## config.mk

```make
export PLATFORM = sky130hd
export DESIGN_NAME = flat_field_window_level_unit
export DESIGN_NICKNAME = d
export VERILOG_FILES = /design/src/hw/rtl/ffwl_pkg.sv /design/src/hw/rtl/flat_field_window_level_unit.sv
export SDC_FILE = /design/constraint.sdc
export NUM_CORES = 2
export LEC_CHECK = 0
export ABC_AREA = 1
export BUFFER_PORTS_ARGS = -buffer_cell sky130_fd_sc_hd__buf_2
export CAP_MARGIN = 10
export CORE_ASPECT_RATIO = 0.5
export CORE_MARGIN = 2
export CORE_UTILIZATION = 50
export DETAILED_ROUTE_END_ITERATION = 8
export PLACE_DENSITY = 0.65
export SETUP_SLACK_MARGIN = 0.3
export SYNTH_ARGS = -nofsm -noshare
export SYNTH_HDL_FRONTEND = slang
export SYNTH_SLANG_ARGS = --single-unit
```

## constraint.sdc

```tcl
create_clock -name clk -period 8.3 [get_ports clk]
set_input_delay 0.415 -clock clk [delete_from_list [all_inputs] [get_ports clk]]
set_output_delay 0.415 -clock clk [all_outputs]
set_load 0.02 [all_outputs]
```

## src/hw/rtl/ffwl_pkg.sv

```systemverilog
// Constants and register indexes for the flat-field window/level unit.
package ffwl_pkg;

    localparam int PIXEL_BITS_DEF = 16;

    localparam int RAW_W   = 16;
    localparam int DARK_W  = 20;
    localparam int GAIN_W  = 16;
    localparam int OUT_W   = 16;
    localparam int REG_W   = 32;
    localparam int IN_W    = 56;
    localparam int INDEX_W = 8;

    localparam int DARK_FRAC  = 4;
    localparam int GAIN_FRAC  = 12;
    localparam int SCALE_FRAC = 16;

    localparam logic [INDEX_W-1:0] REG_WINDOW_MIN   = 8'd0;
    localparam logic [INDEX_W-1:0] REG_WINDOW_SCALE = 8'd1;

    localparam logic [REG_W-1:0] WINDOW_MIN_RST   = 32'h0000_0000;
    localparam logic [REG_W-1:0] WINDOW_SCALE_RST = 32'h0001_0000;

endpackage

```

## src/hw/rtl/flat_field_window_level_unit.sv

```systemverilog
// Top level: six-stage flat-field, gain and window/level pixel pipeline.
//
//  port group   dir   word contents
//  s_axis_*     in    raw_pixel, dark_value, gain_value
//  m_axis_*     out   out_pixel
//  cfg_*        in    register index, 32-bit write data
//
// One pixel per clock sustained while m_axis_tready stays high; there are six register
// stages: offset round, gain multiply, gain round and clamp, window subtract,
// 32x32 window multiply, and scale shift with clamp into the output register.
// Reset (rst_n low) empties every stage and loads window_min = 0, window_scale = 1.0.
// A stalled output holds its word; each stage takes a new word when it is empty or
// when the stage after it moves, so bubbles close up and nothing is lost or repeated.
module flat_field_window_level_unit #(
    parameter int PIXEL_BITS = ffwl_pkg::PIXEL_BITS_DEF
) (
    input  logic                          clk,
    input  logic                          rst_n,
    // raw_pixel [15:0], dark_value [35:16], gain_value [51:36], zero [55:52]
    input  logic [ffwl_pkg::IN_W-1:0]     s_axis_tdata,
    input  logic                          s_axis_tvalid,
    output logic                          s_axis_tready,
    // out_pixel [15:0]
    output logic [ffwl_pkg::OUT_W-1:0]    m_axis_tdata,
    output logic                          m_axis_tvalid,
    input  logic                          m_axis_tready,
    input  logic                          cfg_valid,
    output logic                          cfg_ready,
    input  logic [ffwl_pkg::INDEX_W-1:0]  cfg_index,
    input  logic [ffwl_pkg::REG_W-1:0]    cfg_data
);

    localparam int PB        = PIXEL_BITS;
    localparam int PMAX_INT  = (1 << PB) - 1;
    localparam int DIFF_W    = ffwl_pkg::DARK_W + 1;
    localparam int GPROD_W   = PB + ffwl_pkg::GAIN_W;
    localparam int RSUM_W    = PB + 5;
    localparam int WD_W      = ffwl_pkg::REG_W + 2;
    localparam int WPROD_W   = 2 * ffwl_pkg::REG_W;
    localparam int HI_W      = WPROD_W - ffwl_pkg::SCALE_FRAC;

    // configuration registers
    logic signed [ffwl_pkg::REG_W-1:0] window_min_reg;
    logic        [ffwl_pkg::REG_W-1:0] window_scale_reg;

    assign cfg_ready = 1'b1;

    always_ff @(posedge clk or negedge rst_n)
    begin
        if (!rst_n)
        begin
            window_min_reg   <= ffwl_pkg::WINDOW_MIN_RST;
            window_scale_reg <= ffwl_pkg::WINDOW_SCALE_RST;
        end
        else if (cfg_valid && cfg_ready)
        begin
            case (cfg_index)
                ffwl_pkg::REG_WINDOW_MIN:   window_min_reg   <= cfg_data;
                ffwl_pkg::REG_WINDOW_SCALE: window_scale_reg <= cfg_data;
                default: ;
            endcase
        end
    end

    // stage valid bits and advance chain
    logic v1_reg, v2_reg, v3_reg, v4_reg, v5_reg, vo_reg;
    logic rdy1, rdy2, rdy3, rdy4, rdy5, rdyo;

    assign rdyo = !vo_reg || m_axis_tready;
    assign rdy5 = !v5_reg || rdyo;
    assign rdy4 = !v4_reg || rdy5;
    assign rdy3 = !v3_reg || rdy4;
    assign rdy2 = !v2_reg || rdy3;
    assign rdy1 = !v1_reg || rdy2;
    assign s_axis_tready = rdy1;

    always_ff @(posedge clk or negedge rst_n)
    begin
        if (!rst_n)
        begin
            v1_reg <= 1'b0;
            v2_reg <= 1'b0;
            v3_reg <= 1'b0;
            v4_reg <= 1'b0;
            v5_reg <= 1'b0;
            vo_reg <= 1'b0;
        end
        else
        begin
            if (rdy1) v1_reg <= s_axis_tvalid;
            if (rdy2) v2_reg <= v1_reg;
            if (rdy3) v3_reg <= v2_reg;
            if (rdy4) v4_reg <= v3_reg;
            if (rdy5) v5_reg <= v4_reg;
            if (rdyo) vo_reg <= v5_reg;
        end
    end

    // stage 1: dark subtraction, round to pixel units
    logic [PB-1:0]                 raw_pb;
    logic [ffwl_pkg::DARK_W-1:0]   dark_in;
    logic [ffwl_pkg::GAIN_W-1:0]   gain_in;
    logic [ffwl_pkg::DARK_W-1:0]   raw_q;
    logic [DIFF_W-1:0]             diff;
    logic [PB-1:0]                 off_q;
    logic [ffwl_pkg::DARK_FRAC-1:0] off_r;
    logic                          off_inc;
    logic [PB-1:0]                 p1_next;
    logic [PB-1:0]                 p1_reg;
    logic [ffwl_pkg::GAIN_W-1:0]   gain1_reg;

    assign raw_pb  = s_axis_tdata[PB-1:0];
    assign dark_in = s_axis_tdata[35:16];
    assign gain_in = s_axis_tdata[51:36];
    assign raw_q   = ffwl_pkg::DARK_W'({raw_pb, 4'b0000});
    assign diff    = DIFF_W'(raw_q) - DIFF_W'(dark_in);
    assign off_q   = diff[PB+ffwl_pkg::DARK_FRAC-1:ffwl_pkg::DARK_FRAC];
    assign off_r   = diff[ffwl_pkg::DARK_FRAC-1:0];
    assign off_inc = (off_r > 4'b1000) || (off_r == 4'b1000 && off_q[0]);

    always_comb
    begin
        if (diff[DIFF_W-1] || diff == '0)
            p1_next = '0;
        else
            p1_next = off_q + PB'(off_inc);
    end

    always_ff @(posedge clk)
    begin
        if (rdy1 && s_axis_tvalid)
        begin
            p1_reg    <= p1_next;
            gain1_reg <= gain_in;
        end
    end

    // stage 2: gain multiply
    logic [GPROD_W-1:0] gprod_reg;

    always_ff @(posedge clk)
    begin
        if (rdy2 && v1_reg)
            gprod_reg <= GPROD_W'(p1_reg) * GPROD_W'(gain1_reg);
    end

    // stage 3: round gain product, clamp to pixel range
    logic [PB+3:0]                   g_q;
    logic [ffwl_pkg::GAIN_FRAC-1:0]  g_r;
    logic                            g_inc;
    logic [RSUM_W-1:0]               g_sum;
    logic [PB-1:0]                   p2_next;
    logic [PB-1:0]                   p2_reg;

    assign g_q   = gprod_reg[GPROD_W-1:ffwl_pkg::GAIN_FRAC];
    assign g_r   = gprod_reg[ffwl_pkg::GAIN_FRAC-1:0];
    assign g_inc = (g_r > 12'h800) || (g_r == 12'h800 && g_q[0]);
    assign g_sum = RSUM_W'(g_q) + RSUM_W'(g_inc);

    always_comb
    begin
        if (g_sum > RSUM_W'(PMAX_INT))
            p2_next = PB'(PMAX_INT);
        else
            p2_next = g_sum[PB-1:0];
    end

    always_ff @(posedge clk)
    begin
        if (rdy3 && v2_reg)
            p2_reg <= p2_next;
    end

    // stage 4: window offset, zero when at or below the lower edge
    logic signed [WD_W-1:0]        p2_ext;
    logic signed [WD_W-1:0]        wm_ext;
    logic signed [WD_W-1:0]        wd;
    logic [ffwl_pkg::REG_W-1:0]    w_next;
    logic [ffwl_pkg::REG_W-1:0]    w_reg;

    assign p2_ext = WD_W'(p2_reg);
    assign wm_ext = {{2{window_min_reg[ffwl_pkg::REG_W-1]}}, window_min_reg};
    assign wd     = p2_ext - wm_ext;

    always_comb
    begin
        if (wd[WD_W-1] || wd == '0)
            w_next = '0;
        else
            w_next = wd[ffwl_pkg::REG_W-1:0];
    end

    always_ff @(posedge clk)
    begin
        if (rdy4 && v3_reg)
            w_reg <= w_next;
    end

    // stage 5: window scale multiply
    logic [WPROD_W-1:0] wprod_reg;

    always_ff @(posedge clk)
    begin
        if (rdy5 && v4_reg)
            wprod_reg <= WPROD_W'(w_reg) * WPROD_W'(window_scale_reg);
    end

    // stage 6: drop scale fraction, saturate
    logic [HI_W-1:0]               hi;
    logic [PB-1:0]                 res_pb;
    logic [ffwl_pkg::OUT_W-1:0]    out_reg;

    assign hi = wprod_reg[WPROD_W-1:ffwl_pkg::SCALE_FRAC];

    always_comb
    begin
        if (hi > HI_W'(PMAX_INT))
            res_pb = PB'(PMAX_INT);
        else
            res_pb = hi[PB-1:0];
    end

    always_ff @(posedge clk)
    begin
        if (rdyo && v5_reg)
            out_reg <= ffwl_pkg::OUT_W'(res_pb);
    end

    assign m_axis_tdata  = out_reg;
    assign m_axis_tvalid = vo_reg;

endmodule
```

==> qor.txt <==
status -> complete, no violations
Period minus WS final -> 7.74 ns
Remaining Overflow, GRT -> 0
setup TNS -> 0 ns
Primary FF master, synth -> edfxtp_1
commonest non-fill, non-tap cell in the layout -> inv_1
Pre-Repair DR Iteration Count -> 8
Distinct cells, synth -> 53
Crit path arrival time -> 8.09 ns
worst-margin pin slew -> 1.12 ns
syn nets -> 8,753
global-route wire length before repair -> 239,000 µm
GPL Wtd Cong -> 0.950
largest net degree at the start of global routing -> 65
Final Core Density -> 0.539
Final Cycle Share -> 0.932
CTS sink count -> 246
Reg clk slew, reported paths -> 0.06 ns
Hold/Removal Path Class -> in -> reg
worst skew pair latency -> 0.61 ns
most frequent cells in the layout -> inv_1, nand2_1, fa_1, ha_1, nor2_1
share of cells above drive strength 1 -> 0.0490
number of synthesized flops with an enable pin -> 176
nets@finish -> 8,754
largest area contributor in the netlist -> fa_1
Die Y -> 240 µm
filler cell count -> 10,600
antenna violations before repair -> 4
clk_skew -> 0.0252 ns
Yosys top cell area share -> 0.390
Largest register FFs -> 48
power per cell area -> 254 nW/µm²
die area -> 115,000 µm²
routed length per placed instance -> 16.9 µm
Cells after Synth -> 7,164
asr flop ratio synth -> 0.285
P_leak -> 34.8 nW
Critical Path RT -> 8.66 ns
Seq cells post-synth -> 246
drt drc -> 0
Worst Hold Depth -> 3
Initial Util -> 0.506
worst slack at placement -> 0.572 ns
crit end category -> flip-flop
critical path class -> reg -> reg
Critical Path Fanout Max -> 15
max-slew violation count -> 0
vias per cell -> 4.98
post-route ant nets -> 0
Total GRT Usage -> 0.266
Rel. slew slack -> 0.256
R2R cell count -> 27
fmax -> 0.129 GHz
yosys warns -> 0
area grow syn2layout -> 6.58%
Worst Slack Setup Final -> 0.563 ns
Min Hold Slack -> 0.0411 ns
Setup Viol. Count Final -> 0
register area share after synthesis -> 0.126
TritonCTS buffer count -> 30
Final Instance Area -> 59,600 µm²
FP Rows -> 86
RSZ-0062 raised after global routing -> yes
max-capacitance violation count -> 0
root buf cell -> clkbuf_16
final hold vios -> 0
TritonCTS clock tree -> built
Worst VDD drop -> 522 µV
initial DRC count -> 3,290
IO buf count -> 114
core area -> 111,000 µm²
vias in the first global route -> 44,200
clock buffer depth -> 3
syn avg cell area -> 7.80 µm²
Placement Cell Area -> 58,300 µm²
mapped cell area -> 55,900 µm²
Detailed Place HPWL -> 124,000 µm
Setup crit start kind -> flip-flop
H-tree lvl count -> 1
DRT Wirelength -> 146,000 µm
Via Count -> 43,300
synth top area cells -> fa_1, inv_1, nand2_1, edfxtp_1, ha_1
Die Width -> 477 µm
Ports -> 120
[power breakdown]
| part | leakage (nW) | internal, W | total (W) | switching, W |
|---|---|---|---|---|
| registers | 2.59 | 0.00210 | 0.00262 | 0.000516 |
| clock network | 0.493 | 0.000793 | 0.00135 | 0.000557 |
| logic | 31.7 | 0.00416 | 0.0112 | 0.00699 |
| total | 34.8 | 0.00706 | 0.0151 | 0.00807 |
[layout make-up]
cell class                 instances  area, µm²  area share
antenna                            2       5.00   0.0000840
clock buffer                      41        866      0.0145
clock inverter                    15        140     0.00235
inverter                        2165       8130       0.136
multi-input combinational       4446      39600       0.664
sequential                       246       7040       0.118
tap                             1496       1870      0.0314
timing repair buffer             276       1980      0.0332
[per-layer routing]
| metal | up-vias | part of all wire | global-route usage |
|---|---|---|---|
| met5 | - | 0 | 0 |
| met3 | 216 | 0.066 | 0.0345 |
| li1 | 20400 | - | - |
| met1 | 21400 | 0.44 | 0.363 |
| met4 | 0 | 0.025 | 0.0620 |
| met2 | 1261 | 0.47 | 0.452 |
[stage by stage]
step,power [W],std cells
3_3_place_gp,0.0136,8605
3_5_place_dp,0.0137,8605
2_1_floorplan,0.0103,7164
4_1_cts,0.0152,8678
6_report,0.0151,8687
5_1_grt,0.0168,8685
[logic make-up after synthesis]
family                   count (synthesis)  synth area share
buffers and inverters                 2472             0.167
adder cells (fa/ha/maj)               1488             0.479
AO/OA/AOI/OAI                          381            0.0376
flip-flops                             246             0.126
other                                    1         0.0000671
XOR/XNOR                                90            0.0141
AND/OR/NAND/NOR                       2486             0.176
[timing repair]
item	CTS	global route
gates resized for setup	0	3
endpoints found under the setup margin	0	8
endpoints found under the hold margin	44	0
hold buffers	17	0
setup buffers	0	7
[synth_stat cells, types with 4 or more instances]
library cell	n
clkbuf_1	296
fa_1	1090
nor4_1	18
edfxtp_1	176
nand2_2	9
nand4_1	45
o21ai_0	147
nor3_1	31
nand3b_1	14
buf_1	4
dfrtp_1	69
a21oi_1	153
ha_1	398
nor2_1	286
o211ai_1	4
and2_1	4
nand2_1	1929
a211oi_1	4
o21a_1	16
nor2_2	20
a31oi_1	18
a21o_1	14
nand3_1	118
inv_1	2164
xnor2_1	29
o21bai_1	9
xor2_1	61
[worst max-delay path, stage by stage (launching register included)]
cell and delay [ns]:
edfxtp_1 0.89, buf_4 0.39, nand2_1 0.11, fa_1 0.37
inv_1 0.08, fa_1 0.44, fa_1 0.52, inv_1 0.05
fa_1 0.47, inv_1 0.06, fa_1 0.49, fa_1 0.45
fa_1 0.57, inv_1 0.07, fa_1 0.51, inv_1 0.05
ha_1 0.36, nand2_1 0.10, nor2_1 0.19, inv_1 0.07
nor2_1 0.13, nand3_1 0.09, nand3_1 0.21, nand3_1 0.13
nand2_1 0.22, nand4_1 0.23, nand3_1 0.13, nand2_1 0.06
[path summary, 6_finish.rpt]
path / start / endpoint / slack [ns]
setup reg to reg: w_reg[8] / wprod_reg[61] / 0.56
hold / removal: s_axis_tvalid / v1_reg / 0.04
setup / recovery: w_reg[8] / wprod_reg[61] / 0.56
hold reg to reg: v5_reg / m_axis_tvalid / 0.47
max in group asynchronous: rst_n / window_scale_reg[10] / 6.89
min in group asynchronous: rst_n / window_scale_reg[20] / 0.28
Note: power is estimated with default switching activity, not from simulation.
